[src/wes_pkg.sv]
// shared types, constants and helpers for the wheel encoder speed conditioner
package wes_pkg;

	localparam int COUNT_W     = 16;
	localparam int LIMIT_W     = 15;
	localparam int MPC_W       = 24;
	localparam int TOTAL_W     = 32;
	localparam int DIST_W      = 48;
	localparam int CFG_IDX_W   = 2;
	localparam int CFG_DATA_W  = 24;

	localparam int DEF_WINDOW_DEPTH = 8;

	localparam logic [LIMIT_W-1:0] MAX_SPEED_RST    = 15'd1000;
	localparam logic [LIMIT_W-1:0] DEAD_ZONE_RST    = 15'd2;
	localparam logic [MPC_W-1:0]   MM_PER_COUNT_RST = 24'd12868;

	// saturation magnitudes of the distance in Q32.16
	localparam logic [DIST_W-1:0] DIST_POS_MAX = 48'h7FFF_FFFF_FFFF;
	localparam logic [DIST_W-1:0] DIST_NEG_MAG = 48'h8000_0000_0000;

	typedef enum logic [CFG_IDX_W-1:0] {
		CFG_MAX_SPEED    = 2'd0,
		CFG_DEAD_ZONE    = 2'd1,
		CFG_MM_PER_COUNT = 2'd2
	} cfg_idx_t;

	typedef struct packed {
		logic                      command;
		logic signed [COUNT_W-1:0] left_count;
		logic signed [COUNT_W-1:0] right_count;
	} in_t;

	typedef struct packed {
		logic signed [COUNT_W-1:0] left_speed;
		logic signed [COUNT_W-1:0] right_speed;
		logic signed [COUNT_W-1:0] left_filtered;
		logic signed [COUNT_W-1:0] right_filtered;
		logic signed [DIST_W-1:0]  left_distance;
		logic signed [DIST_W-1:0]  right_distance;
	} out_t;

	// one window entry for both wheels
	typedef struct packed {
		logic signed [COUNT_W-1:0] left;
		logic signed [COUNT_W-1:0] right;
	} pair_t;

	// load enables of the back end stages
	typedef struct packed {
		logic s3;
		logic s4;
		logic s5;
	} stage_en_t;

	// running window sum width: room for depth times the largest speed
	function automatic int sum_width(input int depth);
		return COUNT_W + 1 + $clog2(depth);
	endfunction

	function automatic logic signed [TOTAL_W-1:0] sat_add_total(
		input logic signed [TOTAL_W-1:0] total,
		input logic signed [COUNT_W-1:0] add
	);
		logic signed [TOTAL_W:0] s;
		s = (TOTAL_W+1)'(total) + (TOTAL_W+1)'(add);
		if (s[TOTAL_W] != s[TOTAL_W-1]) begin
			return s[TOTAL_W] ? {1'b1, {(TOTAL_W-1){1'b0}}} : {1'b0, {(TOTAL_W-1){1'b1}}};
		end
		return s[TOTAL_W-1:0];
	endfunction

endpackage

[src/wes_post.sv]
// per wheel back end: window mean by reciprocal multiply, distance scaling with saturation
module wes_post #(
	parameter int WINDOW_DEPTH = wes_pkg::DEF_WINDOW_DEPTH
) (
	input  logic                                  clk,
	input  wes_pkg::stage_en_t                    en,
	input  logic signed [wes_pkg::sum_width(WINDOW_DEPTH)-1:0] sum,
	input  logic signed [wes_pkg::TOTAL_W-1:0]    total,
	input  logic        [wes_pkg::MPC_W-1:0]      mm_per_count,
	output logic signed [wes_pkg::COUNT_W-1:0]    filtered,
	output logic signed [wes_pkg::DIST_W-1:0]     distance
);
	import wes_pkg::*;

	localparam int SW = sum_width(WINDOW_DEPTH);
	// shift large enough that floor(x * RECIP / 2^K) is exact for every |sum|
	localparam int K  = SW + $clog2(WINDOW_DEPTH) + 1;
	localparam logic [K:0] RECIP = (K+1)'(((64'd1 << K) / WINDOW_DEPTH) + 64'd1);
	localparam int PW = TOTAL_W + MPC_W;

	logic                  fneg_s3, fneg_s4;
	logic [SW-1:0]         fmag_s3;
	logic [SW+K:0]         fprod_s4;
	logic                  dneg_s3, dneg_s4;
	logic [TOTAL_W-1:0]    dmag_s3;
	logic [PW-1:0]         dprod_s4;
	logic signed [COUNT_W-1:0] filt_s5;
	logic signed [DIST_W-1:0]  dist_s5;

	logic [COUNT_W-1:0] quot;
	logic [DIST_W-1:0]  dsat;

	always_ff @(posedge clk) begin
		if (en.s3) begin
			fneg_s3 <= sum[SW-1];
			fmag_s3 <= sum[SW-1] ? SW'(-sum) : SW'(sum);
			dneg_s3 <= total[TOTAL_W-1];
			dmag_s3 <= total[TOTAL_W-1] ? TOTAL_W'(-total) : TOTAL_W'(total);
		end
		if (en.s4) begin
			fneg_s4  <= fneg_s3;
			fprod_s4 <= (SW+K+1)'(fmag_s3) * (SW+K+1)'(RECIP);
			dneg_s4  <= dneg_s3;
			dprod_s4 <= PW'(dmag_s3) * PW'(mm_per_count);
		end
		if (en.s5) begin
			filt_s5 <= fneg_s4 ? $signed(-quot) : $signed(quot);
			dist_s5 <= dneg_s4 ? $signed(-dsat) : $signed(dsat);
		end
	end

	always_comb begin
		quot = fprod_s4[K +: COUNT_W];
		if (dneg_s4) begin
			dsat = (dprod_s4 > PW'(DIST_NEG_MAG)) ? DIST_NEG_MAG : dprod_s4[DIST_W-1:0];
		end else begin
			dsat = (dprod_s4 > PW'(DIST_POS_MAX)) ? DIST_POS_MAX : dprod_s4[DIST_W-1:0];
		end
	end

	assign filtered = filt_s5;
	assign distance = dist_s5;

endmodule

[config.mk]
export PLATFORM = sky130hd
export DESIGN_NAME = wes_post
export DESIGN_NICKNAME = d
export VERILOG_FILES = /design/src/wes_pkg.sv /design/src/wes_post.sv
export SDC_FILE = /design/constraint.sdc
export NUM_CORES = 2
export LEC_CHECK = 0
export BUFFER_PORTS_ARGS = -buffer_cell sky130_fd_sc_hd__buf_2
export CAP_MARGIN = 10
export CORE_ASPECT_RATIO = 1.75
export CORE_MARGIN = 2
export CORE_UTILIZATION = 50
export DETAILED_ROUTE_END_ITERATION = 16
export GPL_TIMING_DRIVEN = 0
export PLACE_DENSITY = 0.67
export REMOVE_ABC_BUFFERS = 1
export SLEW_MARGIN = 40
export SYNTH_ARGS = -nofsm -noshare
export SYNTH_HDL_FRONTEND = slang
export SYNTH_SLANG_ARGS = --single-unit
[constraint.sdc]
create_clock -name clk -period 15.88 [get_ports clk]
set_input_delay 3.176 -clock clk [delete_from_list [all_inputs] [get_ports clk]]
set_output_delay 3.176 -clock clk [all_outputs]
set_load 0.01 [all_outputs]
After elaboration in Yosys (flattened, before gate mapping)
Cells that the tools add are included.
- ROM bits: 0
- register bits after elaboration: 216
- bits in latches: 0
- output and inout port bits: 64
- word-level logic and storage cells: 27
- memories: 0
- input port bits: 80
- bits in writable memories: 0
- div/mod/pow operators: 0
- muxes and demuxes: 7
- eq/ne operators: 0
- bitwise gates (word level): 0
- $add $sub $neg: 4
- order comparisons: 2
- multipliers: 2
- reductions and logical operators: 0
- shifts and indexed selects: 0
- operators with widths (kind ; count):
    2-to-1 mux 48 bit ; 4
    greater-than comparator 56 x 47 -> 1 bit (second input constant) ; 1
    greater-than comparator 56 x 48 -> 1 bit (second input constant) ; 1
    multiplier 32 x 24 -> 56 bit ; 1
    negation 48 bit ; 1
    multiplier 20 x 22 -> 40 bit (second input constant) ; 1
    negation 32 bit ; 1
    2-to-1 mux 31 bit ; 1
    negation 20 bit ; 1
    2-to-1 mux 19 bit ; 1
    2-to-1 mux 16 bit ; 1
    negation 16 bit ; 1

Longest topological paths before layout
- depth in word-level cells: 5
- depth in mapped cells: 26
- mapped depth without buffers: 24

Worst setup path before layout
OpenSTA, ideal clock, no wires.
- path type: input to register
- start point: input port mm_per_count[17] (netlist name)
- end point: register dprod_s4[52], data pin
- setup slack: 5.964 ns
- path buffers: 2
- stages: 25
- library setup time: 0.269 ns
- data required time: 15.611 ns
- arrival: 9.647 ns
- path through: clkbuf_1 -> nand2_1 -> fa_1 -> inv_1 -> fa_1 -> inv_1 -> fa_1 -> inv_1 -> fa_1 -> fa_1 -> fa_1 -> inv_1 -> fa_1 -> inv_1 -> ha_1 -> clkbuf_1 -> nand4_1 -> nor3_1 -> nand4_1 -> o211ai_1 -> a21oi_1 -> o31ai_1 -> a211oi_1 -> o31ai_1 -> xor2_1
- word-level cells in the longest chain between the ends: 1
- RTL lines (element ; RTL line ; text):
    start: declaration ; wes_post.sv:9 ; input logic [wes_pkg::MPC_W-1:0] mm_per_count,
    multiplier 32 x 24 -> 56 bit ; wes_post.sv:44 ; dprod_s4 <= PW'(dmag_s3) * PW'(mm_per_count);
    end signal: assignment ; wes_post.sv:44 ;
    end: declaration ; wes_post.sv:26 ; logic [PW-1:0] dprod_s4;
No other way between the ends.
A chain may end at the register's enable or synchronous reset.

Worst setup path in the final report
- start point: input port mm_per_count[5] (netlist name)
- end point: register dprod_s4[54], data pin
The elaborated chain is that of the path after synthesis.

==> metrics <==
Post-CTS Hold Fix Bufs=0; global route total overflow=0; DRT iter0 DRCs=1523; total track usage=0.275; Period Utilization, post-route=0.694; clk buf depth=2; Synth Flop Type=edfxtp_1; Clock Tree Root=clkbuf_16; FP Rows=125; share of cells above drive strength 1=0.0722; leading area contributor after synthesis=fa_1; max-cap viol count=0; Synth cell types=72; Die Height=347 um; Mean Syn Cell Area=9.47 sq um; CTS tree=yes; Initial Util=0.506; first drt pass iteration count=5; Fmax=90.8 MHz; clock latency at the later pin of the worst-skew pair=0.50 ns; RSZ-0062 raised after global routing=false; initial antenna violation count=3; Worst Path Required=16.13 ns; worst slack, placed=4.46 ns; drt wl/cell=20.1 um; Die ar.=69200 sq um; synthesized area=33500 sq um; Final ANT Viol Nets=0; Slew Limit Fails=0; DP Wirelength=71900 um; Worst Tran Pin Value=0.930 ns; final worst slack=4.86 ns; Slew headroom=0.380; total CTS buffers=17; first-pass GRT wire length=144000 um; Mapped Cells=3543; Worst Hold Class=reg2reg; # port buffers=143; largest net degree at the start of global routing=65; crit path time final=11.02 ns; ys async rst share=0; vias in the first global route=27035; # Post-CTS Setup Buffers=0; die extent in x=200 um; placed cell area=35400 sq um; post-synthesis sequential area ratio=0.168; total number of H-tree levels=4; Worst-path clk slew=0.08 ns; Critical Path Sink Type=register; Layout Nets=4497; crit-path max FO=32; core area=66300 sq um; final hold viol count=0; Clock Skews=0.0192 ns; post-CTS sizing=0; synthesized flop and latch total=188; flop-to-flop setup slack=7.28 ns; Final Cell Area=36000 sq um; number of synthesized flops with an enable pin=188; GP Congestion=0.912; routed vias=24868; # setup viols final=0; signal arrival time at the worst endpoint=11.26 ns; status=finished, final reports clean; Area Overhead vs Synth=7.29%; final setup TNS=0 ns; CP Class=in2reg; # DRC=0; DR vias/cell=5.55; Setup crit start kind=primary input; IO Pins=144; Fillers=6102; top post-synthesis cells by area=fa_1 (39%), edfxtp_1 (17%), inv_1 (8.3%), and2_1 (7.4%), ha_1 (6.9%); total of warnings raised by yosys=0; post-synth top area share=0.393; routed wire length=90000 um; CTS Sinks=188
## cell families after synthesis
| family | Yosys count | share of synthesized area |
|---|---|---|
| and+or+nand+nor | 1124 | 0.169 |
| muxes | 1 | 0.000298 |
| xor gates and xnor gates | 111 | 0.0290 |
| buffers and inverters | 924 | 0.103 |
| adders and majority gates | 843 | 0.462 |
| DFF | 188 | 0.168 |
| AOI/OAI and AO/OA | 352 | 0.0686 |
## synth_stat cells (7+ instances only)
master,n
o41ai_1,9
o21ai_0,77
nand3_1,29
a31oi_1,11
nand2b_1,16
xnor2_1,85
nand4_1,10
o31ai_1,22
or3_1,17
xor2_1,26
nor4_1,14
or2_2,7
o22a_1,11
nor2_1,82
clkbuf_1,178
ha_1,185
a211oi_1,14
and2_1,397
or4_1,11
a21o_1,28
edfxtp_1,188
and3_1,8
inv_1,740
a21oi_1,94
nor2b_1,7
o211ai_1,10
fa_1,658
nand2_1,476
nor3_1,29
## placed cells by master, fill, tap and decap left out, types with 22 or more instances in the layout
| master | synthesis | final |
|---|---|---|
| a21oi_1 | 94 | 94 |
| buf_6 | 0 | 38 |
| xnor2_1 | 85 | 85 |
| nor2_1 | 82 | 81 |
| o31ai_1 | 22 | 22 |
| o21ai_0 | 77 | 77 |
| buf_2 | 2 | 137 |
| edfxtp_1 | 188 | 188 |
| inv_1 | 740 | 739 |
| nand2_1 | 476 | 476 |
| fa_1 | 658 | 658 |
| nor3_1 | 29 | 28 |
| ha_1 | 185 | 185 |
| xor2_1 | 26 | 26 |
| a21o_1 | 28 | 28 |
| and2_1 | 397 | 397 |
| nand3_1 | 29 | 29 |
## per-layer routing
layer	global-route usage	up-vias	share of wire
met3	0.0334	361	0.047
met1	0.295	12680	0.34
met4	0.181	0	0.072
li1	-	10913	-
met5	0	-	0
met2	0.502	914	0.54
## worst paths after layout
| path | endpoint | depth (start not counted) | startpoint |
|---|---|---|---|
| hold reg to reg | fprod_s4[18] | 0 | fmag_s3[18] |
| setup reg to reg | dprod_s4[54] | 24 | dmag_s3[17] |
| hold / removal | fprod_s4[18] | 0 | fmag_s3[18] |
| setup / recovery | dprod_s4[54] | 24 | mm_per_count[5] |
## state kept, by name, summed over array words and instances, names as in the netlist
register / count
fprod_s4: 16
distance: 48
dprod_s4: 56
filtered: 16
dneg_s4: 1
fneg_s4: 1
dneg_s3: 1
fmag_s3: 16
dmag_s3: 32
fneg_s3: 1
## layout make-up
cell class	instances	area, sq um	share of cell area
multi-input combinational	2431	24500	0.680
timing repair buffer	196	1370	0.0382
antenna	2	5.00	0.000139
clock buffer	18	429	0.0119
sequential	188	5650	0.157
inverter	740	2780	0.0772
clock inverter	14	184	0.00511
tap	889	1110	0.0309
## through the flow
stage	hold WS, ns	utilization	instances
2_1_floorplan	0.400	-	3359
3_3_place_gp	0.400	0.523	4391
3_5_place_dp	0.408	0.533	4444
4_1_cts	0.426	0.542	4476
5_1_grt	0.424	0.543	4478
6_report	0.425	0.543	4478
## worst max-delay path: stages
cell and delay, ns:
buf_2 0.63, nand2_1 0.18, fa_1 0.57, inv_1 0.06, fa_1 0.66, inv_1 0.08, fa_1 0.48, fa_1 0.51
inv_1 0.05, fa_1 0.48, fa_1 0.55, inv_1 0.06, fa_1 0.53, inv_1 0.04, ha_1 0.42, a21oi_1 0.23
o21ai_0 0.17, a22oi_1 0.30, o2111ai_1 0.22, a2111oi_0 0.69, nor3_1 0.20, nor3_1 0.57, a41oi_1 0.22, xor2_1 0.17
Power is not shown: default switching activity piles up to over one toggle a cycle in this logic, so the estimate is an artifact.
