### config.mk
export PLATFORM = sky130hd
export DESIGN_NAME = wes_cond
export DESIGN_NICKNAME = d
export VERILOG_FILES = /design/src/wes_pkg.sv /design/src/wes_cond.sv
export SDC_FILE = /design/constraint.sdc
export NUM_CORES = 1
export LEC_CHECK = 0
export ABC_AREA = 1
export CORE_UTILIZATION = 65
export DETAILED_ROUTE_END_ITERATION = 16
export DONT_BUFFER_PORTS = 1
export PLACE_DENSITY = 0.88
export SLEW_MARGIN = 10
export SYNTH_ARGS = -nofsm -noshare
export SYNTH_HDL_FRONTEND = slang
export SYNTH_SLANG_ARGS = --single-unit
### constraint.sdc
create_clock -name vclk -period 10.8
set_input_delay 0.54 -clock vclk [all_inputs]
set_output_delay 0.54 -clock vclk [all_outputs]
set_load 0.01 [all_outputs]
### src/wes_pkg.sv
// shared types, constants and helpers for the wheel encoder speed conditioner
package wes_pkg;

	localparam int COUNT_W     = 16;
	localparam int LIMIT_W     = 15;
	localparam int MPC_W       = 24;
	localparam int TOTAL_W     = 32;
	localparam int DIST_W      = 48;
	localparam int CFG_IDX_W   = 2;
	localparam int CFG_DATA_W  = 24;

	localparam int DEF_WINDOW_DEPTH = 8;

	localparam logic [LIMIT_W-1:0] MAX_SPEED_RST    = 15'd1000;
	localparam logic [LIMIT_W-1:0] DEAD_ZONE_RST    = 15'd2;
	localparam logic [MPC_W-1:0]   MM_PER_COUNT_RST = 24'd12868;

	// saturation magnitudes of the distance in Q32.16
	localparam logic [DIST_W-1:0] DIST_POS_MAX = 48'h7FFF_FFFF_FFFF;
	localparam logic [DIST_W-1:0] DIST_NEG_MAG = 48'h8000_0000_0000;

	typedef enum logic [CFG_IDX_W-1:0] {
		CFG_MAX_SPEED    = 2'd0,
		CFG_DEAD_ZONE    = 2'd1,
		CFG_MM_PER_COUNT = 2'd2
	} cfg_idx_t;

	typedef struct packed {
		logic                      command;
		logic signed [COUNT_W-1:0] left_count;
		logic signed [COUNT_W-1:0] right_count;
	} in_t;

	typedef struct packed {
		logic signed [COUNT_W-1:0] left_speed;
		logic signed [COUNT_W-1:0] right_speed;
		logic signed [COUNT_W-1:0] left_filtered;
		logic signed [COUNT_W-1:0] right_filtered;
		logic signed [DIST_W-1:0]  left_distance;
		logic signed [DIST_W-1:0]  right_distance;
	} out_t;

	// one window entry for both wheels
	typedef struct packed {
		logic signed [COUNT_W-1:0] left;
		logic signed [COUNT_W-1:0] right;
	} pair_t;

	// load enables of the back end stages
	typedef struct packed {
		logic s3;
		logic s4;
		logic s5;
	} stage_en_t;

	// running window sum width: room for depth times the largest speed
	function automatic int sum_width(input int depth);
		return COUNT_W + 1 + $clog2(depth);
	endfunction

	function automatic logic signed [TOTAL_W-1:0] sat_add_total(
		input logic signed [TOTAL_W-1:0] total,
		input logic signed [COUNT_W-1:0] add
	);
		logic signed [TOTAL_W:0] s;
		s = (TOTAL_W+1)'(total) + (TOTAL_W+1)'(add);
		if (s[TOTAL_W] != s[TOTAL_W-1]) begin
			return s[TOTAL_W] ? {1'b1, {(TOTAL_W-1){1'b0}}} : {1'b0, {(TOTAL_W-1){1'b1}}};
		end
		return s[TOTAL_W-1:0];
	endfunction

endpackage

### src/wes_cond.sv
// clamp and dead zone of one wheel count
module wes_cond (
	input  logic signed [wes_pkg::COUNT_W:0]   count,
	input  logic        [wes_pkg::LIMIT_W-1:0] max_speed,
	input  logic        [wes_pkg::LIMIT_W-1:0] dead_zone,
	output logic signed [wes_pkg::COUNT_W-1:0] speed
);
	import wes_pkg::*;

	logic signed [COUNT_W:0] lim;
	logic signed [COUNT_W:0] clp;
	logic signed [COUNT_W:0] mag;

	always_comb begin
		lim = $signed({2'b00, max_speed});
		priority if (count > lim) begin
			clp = lim;
		end else if (count < -lim) begin
			clp = -lim;
		end else begin
			clp = count;
		end
		mag = clp[COUNT_W] ? -clp : clp;
		if (mag < $signed({2'b00, dead_zone})) begin
			speed = '0;
		end else begin
			speed = clp[COUNT_W-1:0];
		end
	end

endmodule

; Word level (Yosys, flattened, before mapping)
; Index checks and enable logic that the tools add are counted.
[classes]
magnitude_cmp = 3
add_sub_neg = 2
mux = 4
[ops]
columns = cell, n
row1 = $mux W17, 3
row2 = $gt A17 B16 Y1, 1
row3 = $lt A17 B16 Y1, 1
row4 = $lt A17 B17 Y1, 1
row5 = $neg A15 Y17, 1
row6 = $neg A17 Y17, 1
row7 = $mux W16, 1
[word_totals]
register_bits = 0
input_bits = 47

; Logic depth before layout (Yosys ltp)
; Gate-level depths: netlist of run 1.
[logic_depth]
depth_word = 8
ltp_mapped = 42

; Worst setup path before layout of run 1
; No wires, ideal clock.
[synth_timing]
path_kind = input port to output port
from = in max_speed[0] (netlist name)
to = out speed[10] (netlist name)
t_required_ps = 10260
cell_stages = 37
path_slack_ps = 5341
t_arrival_ps = 4919
cell_sequence = inv_1 -> ha_1 -> nand3_1 -> inv_1 -> nand2_1 -> nor2_1 -> nand2_1 -> nor4_1 -> ha_1 -> a21o_1 -> nor2_1 -> nand2_1 -> nor2_2 -> nand2_2 -> nand2_4 -> nand2_8 -> nand2_1 -> nand3_1 -> o21ai_2 -> ha_1 -> nand2_1 -> nor2_1 -> a31oi_1 -> xor2_1 -> inv_1 -> ha_1 -> a21oi_1 -> nor2_1 -> a2111oi_0 -> nand2_1 -> nand2_1 -> a21oi_1 -> nor2_1 -> nand2_2 -> nand2_4 -> buf_12 -> nor2_2
[synth_via]
elab_chain_cells = 8
elab_cells_between_ends = 9
classes_between = add/sub (2) / order compare (3) / mux (4)
[synth_lines]
columns = item, line
row1 = start: declaration, wes_cond.sv:4  ; input logic [wes_pkg::LIMIT_W-1:0] max_speed,
row2 = $neg A15 Y17, "wes_cond.sv:18, wes_cond.sv:19"
row3 = $lt A17 B17 Y1, wes_cond.sv:18  ; end else if (count < -lim) begin
row4 = $mux W17, wes_cond.sv:18
row5 = $mux W17 (*), wes_cond.sv:16  ; priority if (count > lim) begin
row6 = $neg A17 Y17, wes_cond.sv:23  ; mag = clp[COUNT_W] ? -clp : clp;
row7 = $mux W17, wes_cond.sv:23
row8 = $lt A17 B16 Y1, wes_cond.sv:24  ; if (mag < $signed({2'b00, dead_zone})) begin
row9 = $mux W16 (*), wes_cond.sv:24
row10 = end: declaration, wes_cond.sv:6  ; output logic signed [wes_pkg::COUNT_W-1:0] speed
; Mark *: on every way between the ends. The rest lies on a longest branch, timed or not.

; Worst setup path after layout of run 1
[layout_timing]
from = in max_speed[1] (netlist name)
to = out speed[1] (netlist name)
; The elaborated chain is that of the path after synthesis.

==> results of run 1 <==
logic make-up (layout without fill, tap and decap cells):
logic type / count (synthesis) / count (layout) / share of synthesized area (%)
XOR/XNOR: 21 / 21 / 6.84
adder cells (fa/ha/maj): 47 / 47 / 21.9
buffers and inverters: 93 / 85 / 15.5
AND/OR/NAND/NOR: 258 / 258 / 48.8
AO/OA/AOI/OAI: 31 / 31 / 6.98
Yosys cell counts, types with 5 or more instances:
library cell	n	share of area, %
nand4_1	10	2.3
nand3_2	8	3.0
nand2_2	16	3.7
ha_1	47	22
nand3_1	50	9.3
inv_1	82	11
nor2_2	16	3.7
nand2_1	100	14
a21oi_1	14	2.6
nor3_1	6	1.1
nand2_4	5	2.1
xor2_1	19	6.2
nor2_1	38	5.3
metrics by stage:
step           cells  instance area (sq um)  setup slack (ns)  total power, uW  util (%)
6_report         492                   2650              4.63              150      66.8
5_1_grt          492                   2650              4.15              171      66.8
4_1_cts          492                   2650              4.64              150      66.8
3_5_place_dp     492                   2650              4.66              150      66.8
3_3_place_gp     492                   2650              4.88              145      66.8
2_1_floorplan    450                   2690              5.34              134         -
layout by cell type (no fill, tap or decap), types with 2 or more instances in the layout:
cell type,instances
a21o_1,4
a21oi_1,14
a31oi_1,2
ha_1,47
inv_1,82
inv_2,3
nand2_1,100
nand2_2,16
nand2_4,5
nand3_1,50
nand3_2,8
nand4_1,10
nor2_1,38
nor2_2,16
nor2_4,3
nor3_1,6
o21ai_0,4
o21bai_1,2
o31ai_1,2
xnor2_1,2
xor2_1,19
routing by layer:
metal	part of all wire (%)	global-route usage (%)	up-vias
met5	0	0	-
met3	7.4	2.93	20
li1	-	-	1426
met2	47	52.8	107
met1	43	34.1	1134
met4	2.4	6.65	0
area by class of cell:
class                      count  area [sq um]  area share (%)
inverter                      85           319            12.0
multi-input combinational    357          2270            85.6
tap                           50          62.6            2.36
path summary, 6_finish.rpt:
check	start	endpoint	slack (ns)	cells past startpoint
worst min-delay path	max_speed[6]	speed[6]	1.35	4
worst max-delay path	max_speed[1]	speed[1]	4.63	36
worst max-delay path: cells and delay by family:
family,cells,cell delay [ns]
and+or+nand+nor,22,2.65
AOI/OAI and AO/OA,6,1.04
adders and majority gates,4,1.05
buffers and inverters,3,0.21
xor gates and xnor gates,1,0.14
power breakdown:
group          switching, uW  internal [uW]  total (uW)
clock network              0              0           0
logic                   97.5           52.0         150
registers                  0              0           0
==> results.py, run 1 <==
metrics = {
    "run_status": {
        "run_status": "finished clean",
    },
    "pwr": {
        "power.leakage_uw": 0.00157,
        "worst_ir_drop_vdd_uv": 20.0,
        "p_per_area_nw_per_um2": 56.3,
    },
    "timing": {
        "setup-violations-final": 0,
        "finalMaxSlewViolations": 0,
        "setup_total_negative_slack_ns": 0,
        "hold_viol_final": 0,
        "worst-slew-pin-transition_ns": 0.608,
        "slew_headroom_pct": 59.4,
        "rsz_0062_raised_after_global_routing": "false",
        "worst_hold_slack_ns": 1.35,
        "finalCritPeriodShare_pct": 57.2,
        "min_period_ns": 6.17,
        "max_freq_mhz": 162,
    },
    "critical_path": {
        "crit_path_top_cell_by_count": "nand2_1",
        "critPathRequiredTime_ns": 10.26,
        "worst_setup_path_end_kind": "output pin",
        "crit_type": "in2out",
        "worst_ep_arrival_time_ns": 5.63,
        "timing.critical_path.slowest_cell_delay_ns": 0.37,
        "biggest_fanout_along_the_worst_timing_path": 18,
        "cp-start-kind": "primary input",
        "worst_path_max_delay_cell": "ha_1",
    },
    "worst_hold_path": {
        "hold_class": "in2out",
    },
    "cts": {
        "cts.repair.resized": 0,
        "post_cts_buffers": 0,
        "post_cts_hold_buffer_count": 0,
    },
    "layout": {
        "num_antenna_cells": 0,
        "area_growth_syn_to_layout_pct": -1.30,
        "final_net_count": 538,
        "sequential_cell_count": 0,
        "n_fill_cell": 396,
        "final_layout_size_suffix_gt1_share_pct": 12.9,
        "clockBufferCount": 0,
        "layout.area.seq_sq_um": 0,
    },
    "synth": {
        "postSynthNetCount": 544,
        "yosysWarningCount": 0,
        "synth.cell_area_sq_um": 2690,
        "synth_cell_type_count": 36,
        "synth.yosys.seq_area_share_pct": 0,
        "syn_inst": 450,
        "postSynthAreaPerCell_sq_um": 5.98,
    },
    "placement": {
        "gpl.final_weighted_congestion": 0.956,
        "dp_hpwl_um": 5530,
        "port_buffers": 0,
    },
    "route": {
        "ant_nets": 0,
        "drt-vias-per-instance": 5.46,
        "route.final.wire_length_um": 6210,
        "routed-via-count": 2687,
        "detail_route.drc_violations": 0,
        "drtIter0Drc": 125,
        "wire_per_inst_um": 12.6,
        "firstDrtPassIters": 4,
    },
    "floorplanning": {
        "die_area_sq_um": 4400,
        "ios": 63,
        "die_height_um": 66.3,
        "die_x_um": 66.3,
        "floorplan.initialDensity_pct": 67.7,
        "floorplan.core_area_sq_um": 3970,
        "std_cell_rows": 23,
    },
    "grt": {
        "grt_start_max_net_pins": 20,
        "gr-usage-all-layers_pct": 28.3,
        "antenna_found_initial": 0,
        "grt_pass1_wl_um": 10000,
        "overflow": 0,
        "number_of_global_route_vias_before_repair": 2435,
    },
    "flow_run": {
        "max-cap-violations": 0,
    },
}
No activity file was read; power rests on OpenSTA's default activity.
==> run 2, diff against run 1 <==
--- a/config.mk
+++ b/config.mk
@@ -6,7 +6,7 @@
 export NUM_CORES = 1
 export LEC_CHECK = 0
 export ABC_AREA = 1
-export CORE_UTILIZATION = 65
+export CORE_UTILIZATION = 62
 export DETAILED_ROUTE_END_ITERATION = 16
 export DONT_BUFFER_PORTS = 1
 export PLACE_DENSITY = 0.88
==> constraint.sdc (replaced) <==
create_clock -name vclk -period 5.3
set_input_delay 0.265 -clock vclk [all_inputs]
set_output_delay 0.265 -clock vclk [all_outputs]
set_load 0.01 [all_outputs]
==> run 2 against run 1 <==
Net effect:
- largest cell class unchanged
- clock-buffer cell count did not move
- core utilization increased by 13 points
- critical path depth is 1 lower
- flip-flop and latch count unchanged
- highest routed layer unchanged
- non-clock buffer count rose by 22
- setup slack got worse by 4.6 ns
- sequential share of layout area unchanged
- total power grew to 2.8 times the previous value
- combinational power increased to 2.8 times the previous value
- hold slack got worse by 0.53 ns
- first-iteration DRC count rose by 83%
- critical path type unchanged
==> results.py, run 2 (synthesis results as in run 1) <==
metrics = {
    "critical_path": {
        "cp-start-kind": "primary input",
        "worst_path_max_delay_cell": "a2111oi_1",
        "worst_setup_path_end_kind": "output pin",
        "timing.critical_path.slowest_cell_delay_ns": 0.29,
        "crit_path_top_cell_by_count": "nand2_1",
        "worst_ep_arrival_time_ns": 5.00,
        "critPathRequiredTime_ns": 5.04,
        "crit_type": "in2out",
        "biggest_fanout_along_the_worst_timing_path": 11,
    },
    "placement": {
        "port_buffers": 0,
        "dp_hpwl_um": 6010,
        "post-place-cells": 502,
        "gpl.final_weighted_congestion": 0.939,
        "pre_cts_ws_ns": -0.174,
    },
    "layout": {
        "final_net_count": 561,
        "final_layout_size_suffix_gt1_share_pct": 28.0,
        "num_antenna_cells": 0,
        "commonest_cells_after_routing_fill_and_taps_aside": "90 x nand2_1, 74 x inv_1, 45 x nand3_1",
        "finalNonFillerCells": 515,
        "clockBufferCount": 0,
        "area_growth_syn_to_layout_pct": 21.2,
        "sequential_cell_count": 0,
        "layout.cells.most_common": "nand2_1",
        "layout.area.seq_sq_um": 0,
    },
    "flow_run": {
        "max-cap-violations": 0,
    },
    "timing": {
        "min_period_ns": 5.26,
        "worst-slew-pin-transition_ns": 0.474,
        "hold_viol_final": 0,
        "setup-violations-final": 0,
        "worst_slack_ns": 0.0397,
        "finalCritPeriodShare_pct": 99.3,
        "slew_headroom_pct": 68.3,
        "setup_total_negative_slack_ns": 0,
        "rsz_0062_raised_after_global_routing": "true",
        "max_freq_mhz": 190,
        "finalMaxSlewViolations": 0,
    },
    "worst_hold_path": {
        "hold_depth": 4,
        "hold_class": "in2out",
        "min_delay_worst_endpoint": "speed[6]",
        "source_of_the_worst_hold_timing_path": "max_speed[6]",
    },
    "floorplanning": {
        "ios": 63,
        "die_height_um": 67.9,
        "floorplan.initialDensity_pct": 65.8,
        "die_area_sq_um": 4600,
        "die_x_um": 67.9,
        "std_cell_rows": 23,
        "floorplan.core_area_sq_um": 4090,
    },
    "pwr": {
        "p_per_area_nw_per_um2": 127,
        "power.leakage_uw": 0.00175,
        "worst_ir_drop_vdd_uv": 56.4,
    },
    "route": {
        "met2WireLength_um": 4150,
        "route.final.wire_length_um": 8270,
        "wirelength_met1_um": 3170,
        "topRoutingLayerUsed": "met4",
        "routed-wl-met3_um": 654,
        "drt-vias-per-instance": 6.02,
        "drtIter0Drc": 229,
        "detail_route.drc_violations": 0,
        "ant_nets": 0,
        "routed-via-count": 3102,
        "wire_per_inst_um": 16.1,
        "firstDrtPassIters": 5,
    },
    "grt": {
        "number_of_global_route_vias_before_repair": 2619,
        "overflow": 0,
        "grt_pass1_wl_um": 10700,
        "antenna_found_initial": 0,
        "grt_start_max_net_pins": 20,
        "gr-usage-all-layers_pct": 29.4,
    },
    "cts": {
        "post_cts_hold_buffer_count": 0,
    },
    "run_status": {
        "run_status": "finished clean",
    },
}
run 2: cell count changes in the layout (fill, tap and decap cells not counted), sizes merged:
cell,delta
buf,+22
inv,-5
clkinvlp,+3
clkinv,+2
nand2,+1
run 2: final cells by class:
class | count | area [sq um]
Timing Repair Buffer | 22 | 173
Multi-Input combinational cell | 358 | 2650
Tap cell | 50 | 62.6
Inverter | 85 | 372
Fill cell | 280 | 827
run 2: metrics by stage:
stage | util (%) | hold WS (ns) | power [uW] | instance area, sq um
final | 79.8 | 0.827 | 413 | 3260
after global routing | 79.8 | 0.867 | 455 | 3260
after CTS | 67.2 | 0.805 | 321 | 2750
after detailed placement | 66.8 | 0.805 | 317 | 2730
after global placement | 66.8 | 0.805 | 302 | 2730
after floorplan | - | 0.780 | 272 | 2690
run 2: timing repair:
item | in CTS | in global routing
endpoints found under the setup margin | 16 | 16
gates cloned | 0 | 1
gates resized for setup | 3 | 94
buffers inserted | 0 | 12
pin swaps | 1 | 38
run 2: per-layer routing:
layer  up-vias  global-route usage [%]
met1      1420                    33.8
met3        39                    2.67
met4         0                    4.95
met5         -                       0
met2       171                    58.4
li1       1472                       -
run 2: how the worst max path moves through the flow:
stage	from	to	depth (start not counted)
global placement	max_speed[1]	speed[4]	36
finish	max_speed[2]	speed[1]	35
detailed placement	max_speed[1]	speed[4]	36
CTS	max_speed[1]	speed[4]	36
floorplan	max_speed[0]	speed[10]	37
global route	max_speed[2]	speed[1]	38
run 2: power breakdown:
| group | internal, uW | switching [uW] | total, uW |
|---|---|---|---|
| logic | 154 | 259 | 413 |
| registers | 0 | 0 | 0 |
| clock network | 0 | 0 | 0 |
| total | 154 | 259 | 413 |
run 2: worst max-delay path: cells and delay by family:
family                   cells  cell delay (ns)
AND/OR/NAND/NOR             24             2.86
AO/OA/AOI/OAI                4             0.67
adder cells (fa/ha/maj)      2             0.55
buffers and inverters        4             0.41
XOR/XNOR                     1             0.18
==> run 3, diff against run 2 <==
==> constraint.sdc (replaced) <==
create_clock -name vclk -period 5.3
set_input_delay 1.06 -clock vclk [all_inputs]
set_output_delay 1.06 -clock vclk [all_outputs]
set_load 0.01 [all_outputs]
==> run 3 against run 2 <==
Net effect:
- the flow now stops in global routing
- synthesized cell count unchanged
- synthesized area unchanged
==> results.py, run 3 <==
metrics = {
    "grt": {
        "grt_start_max_net_pins": 14,
        "overflow": 2,
        "number_of_global_route_vias_before_repair": 4377,
        "grt_pass1_wl_um": 22400,
        "gr-usage-all-layers_pct": 66.7,
    },
    "synth": {
        "postSynthAreaPerCell_sq_um": 5.98,
        "synth_cell_type_count": 36,
        "synth_common_cells": "100 x nand2_1, 82 x inv_1, 50 x nand3_1",
        "synthTopCellsByArea": "ha_1 22%, nand2_1 14%, inv_1 11%",
        "yosys.cell_count.top_type": "nand2_1",
        "yosysWarningCount": 0,
        "synth.cell_area_sq_um": 2690,
        "postSynthNetCount": 544,
        "post-synth-top-area-fraction_pct": 21.9,
        "syn_inst": 450,
        "synth.yosys.seq_area_share_pct": 0,
        "library_cell_with_the_largest_summed_area_after_synthesis": "ha_1",
    },
    "floorplanning": {
        "floorplan.initialDensity_pct": 65.8,
        "ios": 63,
        "std_cell_rows": 23,
        "die_x_um": 67.9,
        "die_height_um": 67.9,
    },
    "placement": {
        "port_buffers": 0,
        "dp_hpwl_um": 7620,
        "gpl.final_weighted_congestion": 1.08,
    },
    "run_status": {
        "stage_where_the_flow_stopped": "global routing",
        "run_status": "stopped before the end",
        "firstError": "[ERROR GRT-0116] Global routing finished with congestion. Check the congestion regions in the DRC Viewer.",
    },
}
-- run 3: cell counts after synthesis --
No cell type changed its count.
-- run 3: metrics by stage --
step | std cells | hold WS [ns] | instance area, sq um | worst slack [ns] | setup TNS, ns
floorplan | 450 | 2.37 | 2750 | -0.956 | -14.56
CTS | 592 | 2.43 | 3690 | -1.43 | -22.16
global placement | 580 | 2.44 | 3370 | -1.20 | -18.73
detailed placement | 580 | 2.44 | 3370 | -1.64 | -25.61
-- run 3: timing repair --
item,CTS
buffers inserted,10
gates cloned,2
hold buffers,0
pin swaps,14
gates resized for setup,48
endpoints found under the setup margin,16
-- run 3: logic make-up after synthesis --
| logic type | share of synthesized area, % |
|---|---|
| simple gates | 48.8 |
| compound gates | 6.98 |
| fa+ha+maj | 21.9 |
| buf+inv | 15.5 |
| xor+xnor | 6.84 |
-- run 3: metal layers --
layer	overflow	global-route usage, %
met1	0	65.3
met2	0	86.8
met3	0	48.8
met4	2	63.8
met5	0	30.0
