**src/wes_pkg.sv**
```systemverilog
// shared types, constants and helpers for the wheel encoder speed conditioner
package wes_pkg;

	localparam int COUNT_W     = 16;
	localparam int LIMIT_W     = 15;
	localparam int MPC_W       = 24;
	localparam int TOTAL_W     = 32;
	localparam int DIST_W      = 48;
	localparam int CFG_IDX_W   = 2;
	localparam int CFG_DATA_W  = 24;

	localparam int DEF_WINDOW_DEPTH = 8;

	localparam logic [LIMIT_W-1:0] MAX_SPEED_RST    = 15'd1000;
	localparam logic [LIMIT_W-1:0] DEAD_ZONE_RST    = 15'd2;
	localparam logic [MPC_W-1:0]   MM_PER_COUNT_RST = 24'd12868;

	// saturation magnitudes of the distance in Q32.16
	localparam logic [DIST_W-1:0] DIST_POS_MAX = 48'h7FFF_FFFF_FFFF;
	localparam logic [DIST_W-1:0] DIST_NEG_MAG = 48'h8000_0000_0000;

	typedef enum logic [CFG_IDX_W-1:0] {
		CFG_MAX_SPEED    = 2'd0,
		CFG_DEAD_ZONE    = 2'd1,
		CFG_MM_PER_COUNT = 2'd2
	} cfg_idx_t;

	typedef struct packed {
		logic                      command;
		logic signed [COUNT_W-1:0] left_count;
		logic signed [COUNT_W-1:0] right_count;
	} in_t;

	typedef struct packed {
		logic signed [COUNT_W-1:0] left_speed;
		logic signed [COUNT_W-1:0] right_speed;
		logic signed [COUNT_W-1:0] left_filtered;
		logic signed [COUNT_W-1:0] right_filtered;
		logic signed [DIST_W-1:0]  left_distance;
		logic signed [DIST_W-1:0]  right_distance;
	} out_t;

	// one window entry for both wheels
	typedef struct packed {
		logic signed [COUNT_W-1:0] left;
		logic signed [COUNT_W-1:0] right;
	} pair_t;

	// load enables of the back end stages
	typedef struct packed {
		logic s3;
		logic s4;
		logic s5;
	} stage_en_t;

	// running window sum width: room for depth times the largest speed
	function automatic int sum_width(input int depth);
		return COUNT_W + 1 + $clog2(depth);
	endfunction

	function automatic logic signed [TOTAL_W-1:0] sat_add_total(
		input logic signed [TOTAL_W-1:0] total,
		input logic signed [COUNT_W-1:0] add
	);
		logic signed [TOTAL_W:0] s;
		s = (TOTAL_W+1)'(total) + (TOTAL_W+1)'(add);
		if (s[TOTAL_W] != s[TOTAL_W-1]) begin
			return s[TOTAL_W] ? {1'b1, {(TOTAL_W-1){1'b0}}} : {1'b0, {(TOTAL_W-1){1'b1}}};
		end
		return s[TOTAL_W-1:0];
	endfunction

endpackage

```
**src/wes_cell.sv**
```systemverilog
// one window entry of both wheels, shifted on to its neighbor on each sample
module wes_cell (
	input  logic           clk,
	input  logic           arst_n,
	input  logic           shift,
	input  wes_pkg::pair_t din,
	output wes_pkg::pair_t dout
);
	import wes_pkg::*;

	pair_t entry_q;

	always_ff @(posedge clk or negedge arst_n) begin
		if (!arst_n) begin
			entry_q <= '0;
		end else if (shift) begin
			entry_q <= din;
		end
	end

	assign dout = entry_q;

endmodule

```
**config.mk**
```make
export PLATFORM = sky130hd
export DESIGN_NAME = wes_cell
export DESIGN_NICKNAME = d
export VERILOG_FILES = /design/src/wes_pkg.sv /design/src/wes_cell.sv
export SDC_FILE = /design/constraint.sdc
export NUM_CORES = 1
export LEC_CHECK = 0
export ABC_AREA = 1
export ABC_CLOCK_PERIOD_IN_PS = 800
export BUFFER_PORTS_ARGS = -buffer_cell sky130_fd_sc_hd__buf_2
export CORE_MARGIN = 5
export CORE_UTILIZATION = 40
export DETAILED_ROUTE_END_ITERATION = 8
export PLACE_DENSITY = 0.79
export SKIP_CTS_REPAIR_TIMING = 1
export SLEW_MARGIN = 10
export SYNTH_ARGS = -nofsm -noshare
export SYNTH_HDL_FRONTEND = slang
export SYNTH_SLANG_ARGS = --single-unit
```
**constraint.sdc**
```tcl
create_clock -name clk -period 0.8 [get_ports clk]
set_clock_uncertainty 0.1 [all_clocks]
set_input_delay 0.16 -clock clk [delete_from_list [all_inputs] [get_ports clk]]
set_output_delay 0.16 -clock clk [all_outputs]
set_load 0.005 [all_outputs]
```
## Word level (Yosys, flattened, before mapping)

Cells that the tools add are included.

| word-level totals | value |
|---|---|
| input bits | 35 |
| register bits after elaboration | 32 |
| output and inout bits | 32 |

## Logic depth before layout (Yosys ltp)

Gate-level depths: netlist of run 1.

| logic depth | value |
|---|---|
| depth after elaboration | 0 |
| gate-level depth with buffers | 5 |
| depth with buffers taken out | 3 |

## Worst setup path before layout of run 1

Ideal clock, no wire load.

| timing path | value |
|---|---|
| path kind | input port to flip-flop |
| from | in shift |
| to | reg entry_q (netlist bit dout[15]) |
| setup time | 116 ps |
| stages on the path | 5 |
| data arrival time | 525 ps |
| setup slack | 59 ps |
| path through | buf_6 > inv_8 > buf_12 > nand2_2 > nand2_1 |

RTL lines:

| what | RTL line | text |
|---|---|---|
| start, declared | wes_cell.sv:5 | `input logic shift,` |
| end signal, assigned | wes_cell.sv:17 | `entry_q <= din;` |
| end, declared | wes_cell.sv:11 | `pair_t entry_q;` |

## Worst setup path after layout of run 1

| timing path | value |
|---|---|
| from | reg entry_q (netlist bit dout[17]) |
| to | out dout[17] (netlist name) |

RTL lines:

| what | RTL line | text |
|---|---|---|
| end, declared | wes_cell.sv:7 | `output wes_pkg::pair_t dout` |

No word-level cell between the ends.

==> results of run 1 <==
-- cell families (layout without fill, tap and decap cells) --
group	count (synthesis)	count (layout)	synth area share [%]
simple gates	96	96	29.8
flops	32	32	62.0
buf+inv	8	116	8.23
-- Yosys cell counts --
cell / instances
buf_6: 3
inv_8: 1
clkbuf_8: 3
dfrtp_1: 32
nand2_1: 86
buf_12: 1
nand2_2: 10
-- worst max-delay path by stage --
stage	slack (ns)	depth (start not counted)	to	from
2_1_floorplan	0.06	5	dout[15]$_DFFE_PN0P_	shift
3_5_place_dp	-0.04	4	dout[30]$_DFFE_PN0P_	shift
6_report	-0.31	1	dout[17]	dout[17]$_DFFE_PN0P_
3_3_place_gp	-0.02	4	dout[31]$_DFFE_PN0P_	shift
4_1_cts	-0.34	1	dout[19]	dout[19]$_DFFE_PN0P_
5_1_grt	-0.37	1	dout[19]	dout[19]$_DFFE_PN0P_
-- where the power goes --
part           leakage (nW)  internal [W]  switching [W]
Clock                0.0326      0.000434       0.000484
Sequential            0.390       0.00176      0.0000796
Combinational         0.757      0.000403       0.000305
Total                  1.18       0.00260       0.000869
-- per-stage QoR --
step	hold WS [ns]	setup WS, ns
after floorplan	-0.236	0.0586
after global placement	0.0252	-0.0224
after detailed placement	0.0249	-0.0445
after CTS	-0.333	-0.345
after global routing	-0.0467	-0.374
final	-0.0548	-0.311
-- per-layer routing --
layer / global-route usage [%] / vias up / wire, um
li1: - / 617 / -
met1: 16.6 / 569 / 1280
met2: 23.3 / 47 / 1780
met3: 4.72 / 11 / 237
met4: 6.85 / 0 / 90
met5: 0 / - / 0
-- layout make-up --
cell class                 instances  share of cell area [%]
sequential                        32                    39.0
multi-input combinational         96                    19.0
clock buffer                       8                    2.87
timing repair buffer             107                    35.9
inverter                           1                   0.549
tap                               44                    2.68
==> impl_results.md, run 1 <==
- Outcome: finished, violations left
- Failing checks: hold timing, setup timing
- Final ANT Viol Nets: 0
- Maxcap violations: 0
- Routed len/inst: roughly 12 um
- Initial antenna violation count: 0
- Final WL: around 3400 um
- Layout cell share with drive strength beyond 1: a little over two fifths
- Critical path type: flip-flop to output pin
- Final hold vios: 9
- Setup violators final: 49
- Setup crit end kind: output pin
- Drt drc: 0
- Yosys warns: 0
- Die height: roughly 67 um
- Via Count: between 1000 and 1500
- Tot Pwr: 0.00347 W
- Hold Startpoint: din[7]
- Distinct cells, synth: 7
- Hold Path Class: input port to flip-flop
- Setup slack after layout: -0.311 ns
- Final #Nets: 278
- Crit path max fanout: 2
- Final period util: 139%
- Sum of negative setup slack: -9.58 ns
- Mapped Nets: 171
- Fillers: between 200 and 300
- Worst-Margin Slew: slightly above 0.2 ns
- Area contributors post-synth: dfrtp_1 (62%), nand2_1 (25%), nand2_2 (4.8%)
- CP cell instances: buf_2
- DP Area: approximately 1600 um2
- Crit path buffers/inverters: 1
- Num Clock Sinks: 32
- Area growth, synth to finish: 58.8%
- Via density: ~4.3
- Area share of the largest cell type after synthesis: between 60% and 70%
- Commonest cells after routing, fill and taps aside: nand2_1 (84), buf_2 (66), dfrtp_1 (32), dlygate4sd3_1 (24), buf_4 (14)
- H-tree Lvls: 2
- Placed wire-length estimate: around 2100 um
- Largest net degree at the start of global routing: 33
- CP delay by family, top: flip-flops
- Finished Cell Area: 2050 um2
- PD cells: 1690 nW/um2
- Diodes inserted: 0
- Total grt overflow: 0
- Crit Reg-Reg Startpoint: dout[19]$_DFFE_PN0P_
- Worst skew pair latency: about 0.31 ns
- Clock Tree Buf Depth: 2
- Ports: 67
- Fmax: roughly 900 MHz
- Cells after DPL: 242
- Most common cell after layout, fill and taps aside: nand2_1
- Vias in the first global route: ~1100
- Pre-antenna DRT Iters: 4
- Area leader, netlist: dfrtp_1
- Total Routing Usage GR: between 10% and 20%
- Minimum clock period after layout: around 1.1 ns
- First-pass GRT wire length: around 4700 um
- CTS tree: done
- Leak: between 1 and 1.5 nW
- Slew Limit Fails: 0
- Slew HR: 86.5%
- Synthesized instance count: about 140
- RD Place Congestion: between 0.6 and 0.7
- Min Hold Slack: -0.0548 ns
- CP max stage delay: around 0.4 ns
- Critical Path Slowest Stage Cell: dfrtp_1
- CP arrival: between 0.8 and 0.9 ns
- CP Launch Type: flip-flop
- Fin util: between 60 and 70%
- Max reg flops: 32
- Reg2reg end: dout[19]$_DFFE_PN0P_
- # port buffers: 66
- Starting Density: around two fifths
- Sequential fraction of the synthesis area: between 60% and 70%
- Hold path cells: 3
- Hold EP: dout[7]$_DFFE_PN0P_
- Reg2Reg Setup Slack: -0.04 ns
- Syn Area/Cell: between 9 and 10 um2
- R2R cell count: 3
- RSZ-0062 raised after global routing: yes
- Area taken by multi-input logic gates: 390 um2
- Placeable Area: just over 3000 um2
- Clock slew seen by the registers of the worst setup and hold paths: approximately 0.090 ns
- CTS Buf Count: 5
- Final Instance Count excl. Fillers: around 290
- Worst ir drop on vdd: roughly 0.89 mV
- Sequential cell area: 801 um2
- DIE AREA: between 4000 and 5000 um2
- Starting DRT DRC Count: 62
- Post-Syn Area: ~1300 um2
- Register bit total from synthesis: 32
- Chip width: approximately 67 um
- Root Buffer: clkbuf_4
- Req. time, crit path: 0.54 ns
- Site row count: 20
Power figures use the tool's default switching activity.
==> run 2: changes to the inputs <==
- CELL_PAD_IN_SITES_DETAIL_PLACEMENT: default -> 0
- CELL_PAD_IN_SITES_GLOBAL_PLACEMENT: default -> 1
- CORE_UTILIZATION: 40 -> 28
- PLACE_DENSITY: 0.79 -> 0.77
==> run 2 against run 1 <==
The run still ends with hold timing, setup timing left. Sequential share of layout area rose by 3.9 points. Wire length fell by 2.9%. Sequential cell count did not move. Via count fell by 11%. Register-to-register slack barely moved. Worst setup slack improved by 0.060 ns. Fmax rose by 5.7%. Non-clock buffer count fell by 22. Clock power rose by 25%. Largest cell class unchanged.
==> impl_results.md, run 2 (synthesized netlist as in run 1, its figures left out) <==
- Slew HR: a little under nine tenths
- Critical Path Slowest Stage Cell: dfrtp_1
- Total Routing Usage GR: 10.8%
- RSZ-0062 raised after global routing: yes
- Fillers: between 400 and 500
- Diodes inserted: 0
- Crit path buffers/inverters: 1
- Initial antenna violation count: 0
- Max reg flops: 32
- Setup violators final: 44
- CP Launch Type: flip-flop
- WL met1: roughly 1400 um
- Area growth, synth to finish: 44.3%
- Fmax: about 950 MHz
- Most common cell after layout, fill and taps aside: nand2_1
- Vias in the first global route: approximately 1100
- RD Place Congestion: 0.701
- DR WL met3: ~290 um
- Critical path type: flip-flop to output pin
- Final hold vios: 25
- Via density: about 4
- Hold Path Class: input port to flip-flop
- Tot Pwr: between 0.003 and 0.004 W
- Total grt overflow: 0
- Clock slew seen by the registers of the worst setup and hold paths: 0.07 ns
- Maxcap violations: 0
- Clock Tree Buf Depth: 2
- Leak: around 1.1 nW
- Starting Density: approximately 29%
- Setup slack after layout: -0.251 ns
- PD cells: between 1500 and 2000 nW/um2
- Largest net degree at the start of global routing: 33
- CP cell instances: buf_2
- DR top layer: met4
- Reg2Reg Setup Slack: -0.03 ns
- # port buffers: 66
- Req. time, crit path: roughly 0.54 ns
- Final period util: 131%
- Worst skew pair latency: 0.27 ns
- DIE AREA: around 6100 um2
- Routed len/inst: 12.0 um
- Starting DRT DRC Count: 51
- Via Count: approximately 1100
- Min Hold Slack: -0.0203 ns
- Site row count: 24
- Chip width: between 70 and 80 um
- CP arrival: ~0.79 ns
- Final #Nets: approximately 260
- Sum of negative setup slack: -7.79 ns
- Met2 WL: 1570 um
- Slew Limit Fails: 0
- Worst-Margin Slew: approximately 0.22 ns
- CTS Buf Count: 5
- Setup crit end kind: output pin
- CP delay by family, top: flip-flops
- CTS tree: done
- Placeable Area: roughly 4400 um2
- H-tree Lvls: 2
- Final WL: approximately 3300 um
- Die height: slightly below 80 um
- Failing checks: hold timing, setup timing
- CP max stage delay: ~0.39 ns
- Cells after DPL: between 200 and 300
- Outcome: finished, violations left
- Pre-antenna DRT Iters: 3
- Final ANT Viol Nets: 0
- Placed wire-length estimate: roughly 2300 um
- Commonest cells after routing, fill and taps aside: nand2_1 (81), buf_2 (66), dfrtp_1 (32), nand2_2 (15), buf_4 (15)
- Layout cell share with drive strength beyond 1: between 40% and 50%
- Ports: 67
- Crit path max fanout: 2
- First-pass GRT wire length: approximately 5200 um
- Worst ir drop on vdd: 0.614 mV
- Drt drc: 0
- Final Instance Count excl. Fillers: roughly 270
- Minimum clock period after layout: about 1.1 ns
- Root Buffer: clkbuf_8
- Num Clock Sinks: 32
[run 2: cell types whose count changed in the layout (fill, tap and decap cells not counted), sizes merged]
cell         change
clkinv           +1
dlygate4sd3     -23
clkbuf           -2
buf              +1
[run 2: report_power, final]
part	switching (W)	leakage (nW)	internal (W)
Combinational	0.000295	0.666	0.000336
Sequential	0.0000746	0.390	0.00176
Clock	0.000556	0.0410	0.000591
Total	0.000926	1.10	0.00269
[run 2: final timing paths]
kind / endpoint / cells after the start / from
hold reg to reg: dout[10]$_DFFE_PN0P_ / 2 / dout[10]$_DFFE_PN0P_
setup reg to reg: dout[14]$_DFFE_PN0P_ / 3 / dout[14]$_DFFE_PN0P_
min in group asynchronous: dout[16]$_DFFE_PN0P_ / 3 / arst_n
hold / removal: dout[3]$_DFFE_PN0P_ / 3 / din[3]
setup / recovery: dout[28] / 1 / dout[28]$_DFFE_PN0P_
max in group asynchronous: dout[4]$_DFFE_PN0P_ / 3 / arst_n
[run 2: cell type report]
class | instances | area (um2) | area share, %
flip-flops and latches | 32 | 801 | 42.9
repair buffers | 85 | 513 | 27.5
multi-input cells | 96 | 398 | 21.3
clock buffers | 6 | 72.6 | 3.89
well taps | 52 | 65.1 | 3.49
inverters | 1 | 11.3 | 0.604
clock inverters | 1 | 5.00 | 0.268
[run 2: metal layers]
metal  global-route usage [%]  vias to the layer above
li1                         -                      574
met1                     13.0                      496
met2                     17.4                       41
met3                     4.17                        2
met4                     4.05                        0
met5                        0                        -
[run 2: per-stage QoR]
stage	util [%]	setup slack (ns)	area, um2
after global routing	42.3	-0.294	1870
after detailed placement	37.6	-0.0677	1660
final	42.3	-0.251	1870
after CTS	39.4	-0.282	1740
after floorplan	-	0.0586	1290
after global placement	37.6	-0.0427	1660
==> run 3: changes to the inputs <==
- ABC_CLOCK_PERIOD_IN_PS: 800 -> 1300
- BUFFER_PORTS_ARGS: -buffer_cell sky130_fd_sc_hd__buf_2 -> -buffer_cell sky130_fd_sc_hd__clkbuf_2
- CORE_UTILIZATION: 28 -> 34
- PLACE_DENSITY: 0.77 -> 0.87
- TNS_END_PERCENT: default -> 5
- clock period: 0.8 -> 1.3 ns (I/O delays scaled with it)
==> run 3 against run 2 <==
Count of clock-buffer cells in the layout is 1 higher. Clock power is 32% lower. Highest routed layer unchanged. Largest cell class unchanged. Global-route usage increased by 1.2 points. The flow now finishes without violations.
==> impl_results.md, run 3 (synthesized netlist as in run 1, its figures left out) <==
- Outcome: finished clean
- Worst ir drop on vdd: around 0.60 mV
- DIE AREA: approximately 5000 um2
- Starting Density: about a third
- Max reg flops: 32
- Critical Path Slowest Stage Cell: dfrtp_1
- Setup slack after layout: 0.161 ns
- First-pass GRT wire length: roughly 4800 um
- Diodes inserted: 0
- Slew Limit Fails: 0
- CP Launch Type: flip-flop
- Placeable Area: between 3000 and 4000 um2
- Final WL: 2860 um
- Routed len/inst: roughly 11 um
- Final ANT Viol Nets: 0
- Slew HR: roughly 73%
- RD Place Congestion: slightly below 0.7
- # port buffers: 66
- Site row count: 22
- Leak: slightly above 1 nW
- Final period util: 87.6%
- Placed wire-length estimate: between 2000 and 2500 um
- Clock Tree Buf Depth: 2
- Req. time, crit path: approximately 0.94 ns
- CP delay by family, top: flip-flops
- Drt drc: 0
- Starting DRT DRC Count: 59
- CP arrival: between 0.7 and 0.8 ns
- Commonest cells after routing, fill and taps aside: nand2_1 (86), clkbuf_2 (66), dfrtp_1 (32), nand2_2 (10), clkbuf_8 (7)
- Minimum clock period after layout: ~1.1 ns
- H-tree Lvls: 2
- Final hold vios: 0
- Final #Nets: approximately 240
- Clock slew seen by the registers of the worst setup and hold paths: about 0.06 ns
- Root Buffer: clkbuf_8
- Worst-Margin Slew: 0.405 ns
- Maxcap violations: 0
- Total grt overflow: 0
- Critical path type: flip-flop to output pin
- Initial antenna violation count: 0
- Total Routing Usage GR: between 10% and 20%
- Num Clock Sinks: 32
- Fin util: between 40% and 50%
- Ports: between 60 and 70
- PD cells: roughly 1300 nW/um2
- Die height: approximately 70 um
- Fillers: about 390
- Setup violators final: 0
- Hold Path Class: input port to flip-flop
- Chip width: roughly 72 um
- Worst skew pair latency: 0.26 ns
- CP cell instances: clkbuf_2
- Setup WS pre-CTS: between 0.15 and 0.2 ns
- Via Count: 1076
- Crit path max fanout: 2
- Setup crit end kind: output pin
- Fmax: slightly below 900 MHz
- Layout cell share with drive strength beyond 1: 42.2%
- Area growth, synth to finish: 33.8%
- Most common cell after layout, fill and taps aside: nand2_1
- CP max stage delay: 0.39 ns
- Sum of negative setup slack: 0 ns
- Crit path buffers/inverters: 1
- CTS tree: done
- RSZ-0062 raised after global routing: no
- Pre-antenna DRT Iters: 4
- Vias in the first global route: roughly 1100
- Largest net degree at the start of global routing: 33
- Via density: roughly 4.2
- CTS Buf Count: 5
run 3: cell types whose count changed in the layout (fill, tap and decap cells not counted), sizes merged:
cell and change:
buf -81, clkbuf +67, clkinv -1
run 3: per-layer routing:
| layer | track usage, % | wire length, um | vias to the layer above |
|---|---|---|---|
| li1 | - | - | 546 |
| met1 | 15.1 | 1280 | 479 |
| met2 | 17.9 | 1270 | 49 |
| met3 | 6.03 | 295 | 2 |
| met4 | 3.76 | 8 | 0 |
| met5 | 0 | 0 | - |
run 3: final cells by class:
type                            count  area (um2)  share of cell area (%)
Timing Repair Buffer               70         375                    21.7
Multi-Input combinational cell     96         385                    22.3
Sequential cell                    32         801                    46.3
Tap cell                           48        60.1                    3.47
Clock buffer                        7        96.3                    5.57
Inverter                            1        11.3                   0.651
run 3: final timing paths:
| check | depth (start not counted) | endpoint | slack, ns | startpoint |
|---|---|---|---|---|
| setup / recovery | 1 | dout[15] | 0.16 | dout[15]$_DFFE_PN0P_ |
| hold / removal | 3 | dout[31]$_DFFE_PN0P_ | 0.09 | din[31] |
| setup reg to reg | 2 | dout[4]$_DFFE_PN0P_ | 0.58 | dout[4]$_DFFE_PN0P_ |
| hold reg to reg | 2 | dout[25]$_DFFE_PN0P_ | 0.37 | dout[25]$_DFFE_PN0P_ |
| max in group asynchronous | 3 | dout[14]$_DFFE_PN0P_ | 0.32 | arst_n |
| min in group asynchronous | 2 | dout[27]$_DFFE_PN0P_ | 0.35 | arst_n |
run 3: worst reg2reg max path: cells and delay by family, from the launching register on:
family | cells | cell delay [ns]
flops | 1 | 0.39
simple gates | 2 | 0.12
run 3: metrics by stage:
step / instances / instance area (um2) / total power [W] / hold WS [ns]
global placement: 246 / 1620 / 0.00146 / 0.101
detailed placement: 246 / 1620 / 0.00147 / 0.102
floorplan: 136 / 1290 / 0.00130 / -0.136
CTS: 253 / 1720 / 0.00227 / -0.193
finish: 254 / 1730 / 0.00223 / 0.0893
global route: 254 / 1730 / 0.00237 / 0.0784
run 3: where the power goes:
group	switching (W)	internal, W
logic	0.000156	0.000148
clock network	0.000314	0.000471
registers	0.0000528	0.00109
